[src/rtl/core/apsc_pkg.sv]
// Shared types, constants and register map of the peak step counter.
package apsc_pkg;

	localparam int BLOCK_LEN = 256;
	localparam int POS_W     = $clog2(BLOCK_LEN);
	localparam int GAP_W     = (POS_W > 8) ? POS_W : 8;
	localparam int ADDR_W    = 5;

	typedef enum logic [1:0] {
		KIND_NONE = 2'd0,
		KIND_RISE = 2'd1,
		KIND_FALL = 2'd2
	} kind_t;

	typedef enum logic [2:0] {
		REG_SLOPE    = 3'd0,
		REG_HIGH     = 3'd1,
		REG_LOW      = 3'd2,
		REG_AMP_DROP = 3'd3,
		REG_MIN_GAP  = 3'd4,
		REG_MAX_GAP  = 3'd5
	} reg_idx_t;

	localparam logic [14:0]        SLOPE_RST    = 15'd20;
	localparam logic signed [15:0] HIGH_RST     = 16'sd1000;
	localparam logic signed [15:0] LOW_RST      = -16'sd1000;
	localparam logic [14:0]        AMP_DROP_RST = 15'd500;
	localparam logic [7:0]         MIN_GAP_RST  = 8'd5;
	localparam logic [7:0]         MAX_GAP_RST  = 8'd50;

	typedef struct packed {
		logic [14:0]        slope_threshold;
		logic signed [15:0] high_threshold;
		logic signed [15:0] low_threshold;
		logic [14:0]        amplitude_drop_threshold;
		logic [7:0]         min_gap;
		logic [7:0]         max_gap;
	} cfg_t;

	typedef struct packed {
		kind_t              kind;
		logic [POS_W-1:0]   pos;
		logic signed [15:0] value;
		logic               last;
	} item_t;

endpackage

[src/rtl/core/apsc_in_if.sv]
// Sample request channel: valid/ready handshake with sample payload.
interface apsc_in_if;
	logic               valid;
	logic               ready;
	logic signed [15:0] sample;
	logic               last_in_block;

	modport source (output valid, output sample, output last_in_block, input ready);
	modport sink (input valid, input sample, input last_in_block, output ready);
endinterface

[src/rtl/core/apsc_out_if.sv]
// Result request channel: valid/ready handshake with step count payload.
interface apsc_out_if;
	logic        valid;
	logic        ready;
	logic [31:0] step_count;
	logic [1:0]  peak_kind;
	logic        block_done;

	modport source (output valid, output step_count, output peak_kind, output block_done,
		input ready);
	modport sink (input valid, input step_count, input peak_kind, input block_done,
		output ready);
endinterface

[src/rtl/core/accel_peak_step_counter.sv]
// Top level of the peak step counter: register port, front, queue and back.
//
//  channel   dir  handshake       payload
//  samples   in   valid/ready     sample[15:0] signed, last_in_block
//  counts    out  valid/ready     step_count[31:0], peak_kind[1:0], block_done
//  apb       in   psel/penable    paddr[4:0], pwdata[31:0], prdata[31:0]
//
//  One sample per cycle unless the queue is full; results are registered.
//  The front classifies a four-sample window plus the input, the back scores pairs.
//  A two-entry queue plus the result register absorb stalls on either side.
//  Reset clears window, position, held peaks and step count and loads defaults.
module accel_peak_step_counter
	import apsc_pkg::*;
(
	input  logic              clk,
	input  logic              arst_n,
	apsc_in_if.sink           samples,
	apsc_out_if.source        counts,
	input  logic              psel,
	input  logic              penable,
	input  logic              pwrite,
	input  logic [ADDR_W-1:0] paddr,
	input  logic [31:0]       pwdata,
	output logic [31:0]       prdata,
	output logic              pready
);

	cfg_t  cfg_q;
	logic  full;
	logic  empty;
	logic  push;
	logic  pop;
	item_t push_item;
	item_t pop_item;

	assign pready = 1'b1;

	always_ff @(posedge clk or negedge arst_n) begin
		if (!arst_n) begin
			cfg_q.slope_threshold          <= SLOPE_RST;
			cfg_q.high_threshold           <= HIGH_RST;
			cfg_q.low_threshold            <= LOW_RST;
			cfg_q.amplitude_drop_threshold <= AMP_DROP_RST;
			cfg_q.min_gap                  <= MIN_GAP_RST;
			cfg_q.max_gap                  <= MAX_GAP_RST;
		end else if (psel && penable && pwrite) begin
			case (paddr[4:2])
				REG_SLOPE:    cfg_q.slope_threshold          <= pwdata[14:0];
				REG_HIGH:     cfg_q.high_threshold           <= pwdata[15:0];
				REG_LOW:      cfg_q.low_threshold            <= pwdata[15:0];
				REG_AMP_DROP: cfg_q.amplitude_drop_threshold <= pwdata[14:0];
				REG_MIN_GAP:  cfg_q.min_gap                  <= pwdata[7:0];
				REG_MAX_GAP:  cfg_q.max_gap                  <= pwdata[7:0];
				default:      cfg_q <= cfg_q;
			endcase
		end
	end

	always_comb begin
		case (paddr[4:2])
			REG_SLOPE:    prdata = {17'd0, cfg_q.slope_threshold};
			REG_HIGH:     prdata = {{16{cfg_q.high_threshold[15]}}, cfg_q.high_threshold};
			REG_LOW:      prdata = {{16{cfg_q.low_threshold[15]}}, cfg_q.low_threshold};
			REG_AMP_DROP: prdata = {17'd0, cfg_q.amplitude_drop_threshold};
			REG_MIN_GAP:  prdata = {24'd0, cfg_q.min_gap};
			REG_MAX_GAP:  prdata = {24'd0, cfg_q.max_gap};
			default:      prdata = '0;
		endcase
	end

	apsc_front u_front (
		.clk       (clk),
		.arst_n    (arst_n),
		.samples   (samples),
		.cfg       (cfg_q),
		.full      (full),
		.push      (push),
		.push_item (push_item)
	);

	apsc_queue u_queue (
		.clk       (clk),
		.arst_n    (arst_n),
		.push      (push),
		.push_item (push_item),
		.full      (full),
		.pop       (pop),
		.pop_item  (pop_item),
		.empty     (empty)
	);

	apsc_back u_back (
		.clk      (clk),
		.arst_n   (arst_n),
		.cfg      (cfg_q),
		.empty    (empty),
		.pop_item (pop_item),
		.pop      (pop),
		.counts   (counts)
	);

endmodule

[src/rtl/core/apsc_front.sv]
// Front end: sample window, block position and peak classification.
module apsc_front
	import apsc_pkg::*;
(
	input  logic       clk,
	input  logic       arst_n,
	apsc_in_if.sink    samples,
	input  cfg_t       cfg,
	input  logic       full,
	output logic       push,
	output item_t      push_item
);

	logic signed [15:0] win_q [4];
	logic [POS_W-1:0]   pos_q;
	logic signed [15:0] a2, a1, c, b1, b2;
	logic signed [15:0] slope;
	logic               last;
	logic               rise, fall;
	kind_t              kind;

	function automatic logic steep(input logic signed [15:0] x, input logic signed [15:0] y,
		input logic signed [15:0] thr);
		logic signed [15:0] d;
		d = x - y;
		return d > thr;
	endfunction

	assign a2    = win_q[0];
	assign a1    = win_q[1];
	assign c     = win_q[2];
	assign b1    = win_q[3];
	assign b2    = samples.sample;
	assign slope = $signed({1'b0, cfg.slope_threshold});

	assign last = samples.last_in_block || (pos_q == POS_W'(BLOCK_LEN - 1));

	always_comb begin
		rise = steep(a1, a2, slope) && steep(c, a1, slope) && steep(c, b1, slope) &&
			steep(b1, b2, slope) && (a1 > 16'sd0) && (c > cfg.high_threshold) &&
			(b1 > 16'sd0);
		fall = steep(a2, a1, slope) && steep(a1, c, slope) && steep(b1, c, slope) &&
			steep(b2, b1, slope) && (a1 < cfg.low_threshold) &&
			(c < cfg.low_threshold) && (b1 < cfg.low_threshold);
		kind = KIND_NONE;
		if (pos_q >= POS_W'(4)) begin
			if (rise) begin
				kind = KIND_RISE;
			end else if (fall) begin
				kind = KIND_FALL;
			end
		end
	end

	assign samples.ready   = !full;
	assign push            = samples.valid && !full;
	assign push_item.kind  = kind;
	assign push_item.pos   = pos_q - POS_W'(2);
	assign push_item.value = c;
	assign push_item.last  = last;

	always_ff @(posedge clk or negedge arst_n) begin
		if (!arst_n) begin
			pos_q <= '0;
			for (int i = 0; i < 4; i++) begin
				win_q[i] <= '0;
			end
		end else if (push) begin
			if (last) begin
				pos_q <= '0;
				for (int i = 0; i < 4; i++) begin
					win_q[i] <= '0;
				end
			end else begin
				pos_q    <= pos_q + POS_W'(1);
				win_q[0] <= win_q[1];
				win_q[1] <= win_q[2];
				win_q[2] <= win_q[3];
				win_q[3] <= samples.sample;
			end
		end
	end

endmodule

[src/rtl/core/apsc_queue.sv]
// Two-entry queue between classification and scoring.
module apsc_queue
	import apsc_pkg::*;
(
	input  logic  clk,
	input  logic  arst_n,
	input  logic  push,
	input  item_t push_item,
	output logic  full,
	input  logic  pop,
	output item_t pop_item,
	output logic  empty
);

	item_t      mem_q [2];
	logic       wr_ptr_q;
	logic       rd_ptr_q;
	logic [1:0] count_q;

	assign full     = (count_q == 2'd2);
	assign empty    = (count_q == 2'd0);
	assign pop_item = mem_q[rd_ptr_q];

	always_ff @(posedge clk) begin
		if (push) begin
			mem_q[wr_ptr_q] <= push_item;
		end
	end

	always_ff @(posedge clk or negedge arst_n) begin
		if (!arst_n) begin
			wr_ptr_q <= 1'b0;
			rd_ptr_q <= 1'b0;
			count_q  <= '0;
		end else begin
			if (push) begin
				wr_ptr_q <= !wr_ptr_q;
			end
			if (pop) begin
				rd_ptr_q <= !rd_ptr_q;
			end
			case ({push, pop})
				2'b10:   count_q <= count_q + 2'd1;
				2'b01:   count_q <= count_q - 2'd1;
				default: count_q <= count_q;
			endcase
		end
	end

endmodule

[src/rtl/core/apsc_back.sv]
// Back end: held peaks, pair scoring, step count and result register.
module apsc_back
	import apsc_pkg::*;
(
	input  logic       clk,
	input  logic       arst_n,
	input  cfg_t       cfg,
	input  logic       empty,
	input  item_t      pop_item,
	output logic       pop,
	apsc_out_if.source counts
);

	kind_t              kinds_q [2];
	logic [POS_W-1:0]   poss_q [2];
	logic signed [15:0] vals_q [2];
	logic [1:0]         held_q;
	logic [31:0]        steps_q;
	logic               valid_q;
	logic [31:0]        count_q;
	kind_t              kind_q;
	logic               done_q;

	logic [POS_W-1:0]   gap;
	logic [GAP_W-1:0]   gap_x;
	logic               gap_ok;
	logic signed [15:0] amp;
	logic               amp_ok;
	logic [1:0]         pair_add;
	kind_t              last_kind;
	logic               end_add;
	logic [31:0]        steps_n;
	logic               peak;

	assign peak   = (pop_item.kind != KIND_NONE);
	assign gap    = poss_q[1] - poss_q[0];
	assign gap_x  = GAP_W'(gap);
	assign gap_ok = (gap_x > GAP_W'(cfg.min_gap)) && (gap_x < GAP_W'(cfg.max_gap));
	assign amp    = vals_q[0] - vals_q[1];
	assign amp_ok = amp > $signed({1'b0, cfg.amplitude_drop_threshold});

	always_comb begin
		pair_add = 2'd0;
		if (peak && held_q == 2'd2) begin
			if (kinds_q[0] == KIND_RISE) begin
				if (kinds_q[1] == KIND_FALL && gap_ok && amp_ok) begin
					pair_add = 2'd2;
				end
			end else if (kinds_q[0] == KIND_FALL && kinds_q[1] == KIND_FALL && gap_ok) begin
				pair_add = 2'd1;
			end
		end
		if (peak) begin
			last_kind = pop_item.kind;
		end else if (held_q == 2'd2) begin
			last_kind = kinds_q[1];
		end else if (held_q == 2'd1) begin
			last_kind = kinds_q[0];
		end else begin
			last_kind = KIND_NONE;
		end
		end_add = pop_item.last && (last_kind == KIND_RISE);
		steps_n = steps_q + 32'(pair_add) + 32'(end_add);
	end

	assign pop               = !empty && (!valid_q || counts.ready);
	assign counts.valid      = valid_q;
	assign counts.step_count = count_q;
	assign counts.peak_kind  = kind_q;
	assign counts.block_done = done_q;

	always_ff @(posedge clk) begin
		if (pop) begin
			count_q <= steps_n;
			kind_q  <= pop_item.kind;
			done_q  <= pop_item.last;
			if (peak) begin
				if (held_q == 2'd0) begin
					kinds_q[0] <= pop_item.kind;
					poss_q[0]  <= pop_item.pos;
					vals_q[0]  <= pop_item.value;
				end else begin
					if (held_q == 2'd2) begin
						kinds_q[0] <= kinds_q[1];
						poss_q[0]  <= poss_q[1];
						vals_q[0]  <= vals_q[1];
					end
					kinds_q[1] <= pop_item.kind;
					poss_q[1]  <= pop_item.pos;
					vals_q[1]  <= pop_item.value;
				end
			end
		end
	end

	always_ff @(posedge clk or negedge arst_n) begin
		if (!arst_n) begin
			valid_q <= 1'b0;
			held_q  <= '0;
			steps_q <= '0;
		end else begin
			if (pop) begin
				valid_q <= 1'b1;
				steps_q <= steps_n;
				if (pop_item.last) begin
					held_q <= '0;
				end else if (peak && held_q != 2'd2) begin
					held_q <= held_q + 2'd1;
				end
			end else if (counts.ready) begin
				valid_q <= 1'b0;
			end
		end
	end

endmodule
[src/flat_wrapper.sv]
// flat-port wrapper written by rule: the top's interface ports become plain ports
module accel_peak_step_counter_flat import apsc_pkg::*;
  (clk, arst_n, psel, penable, pwrite, paddr, pwdata, prdata, pready, samples_valid, samples_sample, samples_last_in_block, samples_ready, counts_valid, counts_step_count, counts_peak_kind, counts_block_done, counts_ready);
  apsc_in_if samples_i ();
  apsc_out_if counts_i ();
  input  logic clk;
  input  logic arst_n;
  input  logic psel;
  input  logic penable;
  input  logic pwrite;
  input  logic [ADDR_W-1:0] paddr;
  input  logic [31:0] pwdata;
  output logic [31:0] prdata;
  output logic pready;
  input wire logic [$bits(samples_i.valid)-1:0] samples_valid;
  input wire logic [$bits(samples_i.sample)-1:0] samples_sample;
  input wire logic [$bits(samples_i.last_in_block)-1:0] samples_last_in_block;
  output wire logic [$bits(samples_i.ready)-1:0] samples_ready;
  output wire logic [$bits(counts_i.valid)-1:0] counts_valid;
  output wire logic [$bits(counts_i.step_count)-1:0] counts_step_count;
  output wire logic [$bits(counts_i.peak_kind)-1:0] counts_peak_kind;
  output wire logic [$bits(counts_i.block_done)-1:0] counts_block_done;
  input wire logic [$bits(counts_i.ready)-1:0] counts_ready;
  assign samples_i.valid = samples_valid;
  assign samples_i.sample = samples_sample;
  assign samples_i.last_in_block = samples_last_in_block;
  assign samples_ready = samples_i.ready;
  assign counts_valid = counts_i.valid;
  assign counts_step_count = counts_i.step_count;
  assign counts_peak_kind = counts_i.peak_kind;
  assign counts_block_done = counts_i.block_done;
  assign counts_i.ready = counts_ready;
  accel_peak_step_counter u_core (.clk(clk), .arst_n(arst_n), .samples(samples_i), .counts(counts_i), .psel(psel), .penable(penable), .pwrite(pwrite), .paddr(paddr), .pwdata(pwdata), .prdata(prdata), .pready(pready));
endmodule
[config.mk]
export PLATFORM = sky130hd
export DESIGN_NAME = accel_peak_step_counter_flat
export DESIGN_NICKNAME = d
export VERILOG_FILES = /design/src/rtl/core/apsc_pkg.sv /design/src/rtl/core/apsc_in_if.sv /design/src/rtl/core/apsc_out_if.sv /design/src/rtl/core/accel_peak_step_counter.sv /design/src/rtl/core/apsc_front.sv /design/src/rtl/core/apsc_queue.sv /design/src/rtl/core/apsc_back.sv /design/src/flat_wrapper.sv
export SDC_FILE = /design/constraint.sdc
export NUM_CORES = 1
export LEC_CHECK = 0
export ABC_AREA = 1
export ABC_CLOCK_PERIOD_IN_PS = 5130
export BUFFER_PORTS_ARGS = -buffer_cell sky130_fd_sc_hd__buf_4
export CAP_MARGIN = 5
export CORE_UTILIZATION = 35
export CTS_CLUSTER_SIZE = 24
export DETAILED_ROUTE_END_ITERATION = 7
export GPL_TIMING_DRIVEN = 0
export SLEW_MARGIN = 5
export SYNTH_ARGS = -nofsm -noshare
export SYNTH_HDL_FRONTEND = slang
export SYNTH_SLANG_ARGS = --single-unit
export TNS_END_PERCENT = 50
[constraint.sdc]
create_clock -name clk -period 5.13 [get_ports clk]
set_clock_uncertainty 0.15 [all_clocks]
set_input_delay 0.2565 -clock clk [delete_from_list [all_inputs] [get_ports clk]]
set_output_delay 0.2565 -clock clk [all_outputs]
set_load 0.01 [all_outputs]
==> results.txt <==
GPL Wtd Cong - 0.938
GRT Total Usage - 21.2%
DRC Markers - 0
CP endpoint kind - flip-flop
CTS Buffer Depth - 3
IO buf count - 111
Commonest non-fill, non-tap cells in the layout - 697 x nand2_1, 441 x inv_1, 353 x ha_1
Final Routed Wirelength - 78500 µm
Top FF cell, synth - dfrtp_1
Synthesis Warnings - 0
Met3 Use GR - 2.64%
Clock buffer count from CTS - 40
First-pass GRT wire length - 121000 µm
Pwr/cell area - 772 mW/mm²
Layout net count - 3742
Clk_lat worst skew - 0.56 ns
Number of global-route vias before repair - 20900
Crit path kind - flip-flop to flip-flop
Post-synth ARST share - 57.3%
Syn Area/Cell - 8.17 µm²
Initial antenna violation count - 0
Crit-path slowest cell - edfxtp_1
Final setup violation count - 0
Die H - 270 µm
Reg clk slew, reported paths - 0.06 ns
Via density - 5.03
Synth Cell Area - 0.0252 mm²
Final period util - 97.7%
H-tree Lvls - 2
Filler cells - 7208
WL/cell - 18.3 µm
# rows - 98
Critical Path Source - u_core.u_back.poss_q[0][10]
Tmin final - 5.01 ns
RSZ-0062 raised after global routing - true
Placeable Area - 0.0714 mm²
Sum Neg Setup Slack - 0 ns
Post-route cell area - 0.0297 mm²
Initial DRT Pass Iterations - 5
CP Launch Type - flip-flop
Busiest grt layer - met2
Commonest non-fill, non-tap cell in the layout - nand2_1
Cells after Synth - 3082
Pin count of the biggest net entering global routing - 110
CP required - 5.40 ns
# diodes - 0
Met2 Use GR - 34.6%
Initial DRC Count - 1778
CTS tree - done
Starting Density - 35.3%
Post-placement cell area - 0.0273 mm²
Post-synth net total - 3514
# clock sinks - 330
Share of cells above drive strength 1 - 11.2%
Slowest stage delay, CP - 0.43 ns
DP Worst Slack - -0.549 ns
Library cells used by synthesis - 57
VDD IR-drop max - 0.258 mV
Setup WS post-layout - 0.118 ns
I/O pin cnt - 131
Max cap viols - 0
FF-to-FF Start - u_core.u_back.poss_q[0][10]
FF+latch area - 0.00900 mm²
Fmax achieved - 0.200 GHz
Setup slack, reg-to-reg - 0.12 ns
Leak - 14.5 nW
Post-synth EDFFs - 141
Flop and latch count out of synthesis - 330
Vias - 21600
Max-slew violation count - 0
DP HPWL - 60900 µm
Worst hold start - penable
Met1 GRT Util - 29.1%
Seq/Total Area, Yosys - 35.7%
GR Overflow Total - 0
Routed Antenna Nets - 0
Die X - 270 µm
Status - completed
Multi-input logic area - 0.0144 mm²
Root Driver - clkbuf_16
Final hold vios - 0
Worst relative slew slack - 36.1%
Area of the die - 0.0731 mm²
Data arrival, critical path - 5.28 ns
CP max FO - 3
Actual slew at the worst max-slew pin - 0.959 ns
Area grow syn2layout - 18.0%
Worst Hold Class - input port to flip-flop
-- sequential cells by signal, indices dropped and copies added (netlist names) --
signal / cells
u_core.cfg_q: 78
u_core.u_queue.mem_q: 54
u_core.u_back.counts.step_count: 32
u_core.u_back.steps_q: 32
u_core.u_back.vals_q: 32
u_core.u_back.poss_q: 16
u_core.u_front.a1: 16
u_core.u_front.a2: 16
u_core.u_front.b1: 16
u_core.u_front.c: 16
u_core.u_front.pos_q: 8
u_core.u_back.kinds_q: 4
u_core.u_back.counts.peak_kind: 2
u_core.u_back.held_q: 2
u_core.u_queue.count_q: 2
u_core.u_back.counts.block_done: 1
u_core.u_back.counts.valid: 1
u_core.u_queue.rd_ptr_q: 1
u_core.u_queue.wr_ptr_q: 1
-- what timing repair did --
item | 4_1_cts | 5_1_grt
resized for setup | 30 | 52
endpoints found under the setup margin | 42 | 50
buffers inserted | 14 | 19
pin swaps | 24 | 41
hold endpoints to repair | 177 | 0
hold buffers | 36 | 0
-- synthesized netlist by cell type (4+ instances only) --
master	count	area (µm²)
nand3_1	92	460
buf_4	17	128
nand4_1	21	131
o221ai_1	14	123
o21ai_1	11	55.1
nor3_2	4	40.0
a21oi_1	221	1110
a221oi_1	9	78.8
o21ai_0	176	881
o21bai_1	6	45.0
ha_1	359	4490
a22oi_1	13	97.6
inv_1	444	1670
xor2_1	134	1170
edfxtp_1	141	4230
dfstp_2	27	709
a21o_1	18	135
xnor2_1	28	245
o21a_1	10	75.1
o211ai_1	10	75.1
o22ai_1	72	450
buf_2	21	105
clkbuf_1	60	225
nor4_1	8	50.1
a211oi_1	10	75.1
dfrtp_1	162	4050
a31oi_1	24	150
fa_1	12	240
and3_1	6	37.5
nor2_1	165	619
or2_2	4	25.0
nand2_1	706	2650
nor3_1	24	120
o2111ai_1	7	61.3
inv_2	8	30.0
-- path summary, 6_finish.rpt --
path | endpoint | depth (start not counted)
max in group asynchronous | u_core.u_front.a1[4] | 3
min in group asynchronous | u_core.u_back.steps_q[17] | 2
worst min-delay path | u_core.cfg_q[1] | 5
worst min register to register | u_core.cfg_q[64] | 2
worst max register to register | u_core.u_back.steps_q[28] | 30
worst max-delay path | u_core.u_back.steps_q[28] | 30
-- per-layer routing --
layer / up-vias / share of wire, %
met5: - / 0
met4: 0 / 3.1
met3: 128 / 5.5
met2: 607 / 46
met1: 10100 / 46
li1: 10700 / -
-- power breakdown --
group          switching, W  total, W  internal, W
Combinational       0.00953    0.0155      0.00596
Sequential         0.000689   0.00448      0.00379
Clock               0.00117   0.00299      0.00182
Total                0.0114    0.0230       0.0116
-- cell families after synthesis --
| logic type | Yosys count | synth area share (%) |
|---|---|---|
| AND/OR/NAND/NOR | 1052 | 17.3 |
| AO/OA/AOI/OAI | 612 | 13.9 |
| buffers and inverters | 553 | 8.60 |
| adder cells (fa/ha/maj) | 371 | 18.8 |
| flip-flops | 330 | 35.7 |
| XOR/XNOR | 163 | 5.70 |
| other | 1 | 0.0149 |
-- worst max-delay path: cells and delay by family (launching register included) --
family          cells  cell delay, ns
fa+ha+maj           4            1.03
buf+inv             2            0.25
compound gates      8            1.01
xor+xnor            2            0.31
flops               1            0.43
simple gates       14            1.70
-- cell type report --
type,count,share of cell area (%)
timing repair buffer,186,5.29
inverter,452,5.72
clock inverter,20,0.918
buffer,101,1.58
clock buffer,53,3.70
sequential,330,30.3
multi-input combinational,2199,48.5
tap,950,4.00
-- metrics by stage --
step / power, W / instances / util, % / hold slack, ns
final: 0.0230 / 4291 / 41.6 / 0.00295
after global routing: 0.0254 / 4291 / 41.6 / 0.0755
after CTS: 0.0225 / 4271 / 41.1 / 0.000172
after detailed placement: 0.0192 / 4148 / 38.3 / 0.152
after global placement: 0.0189 / 4143 / 38.1 / 0.298
after floorplan: 0.0151 / 3082 / - / -0.189
Power figures use the tool's default switching activity.
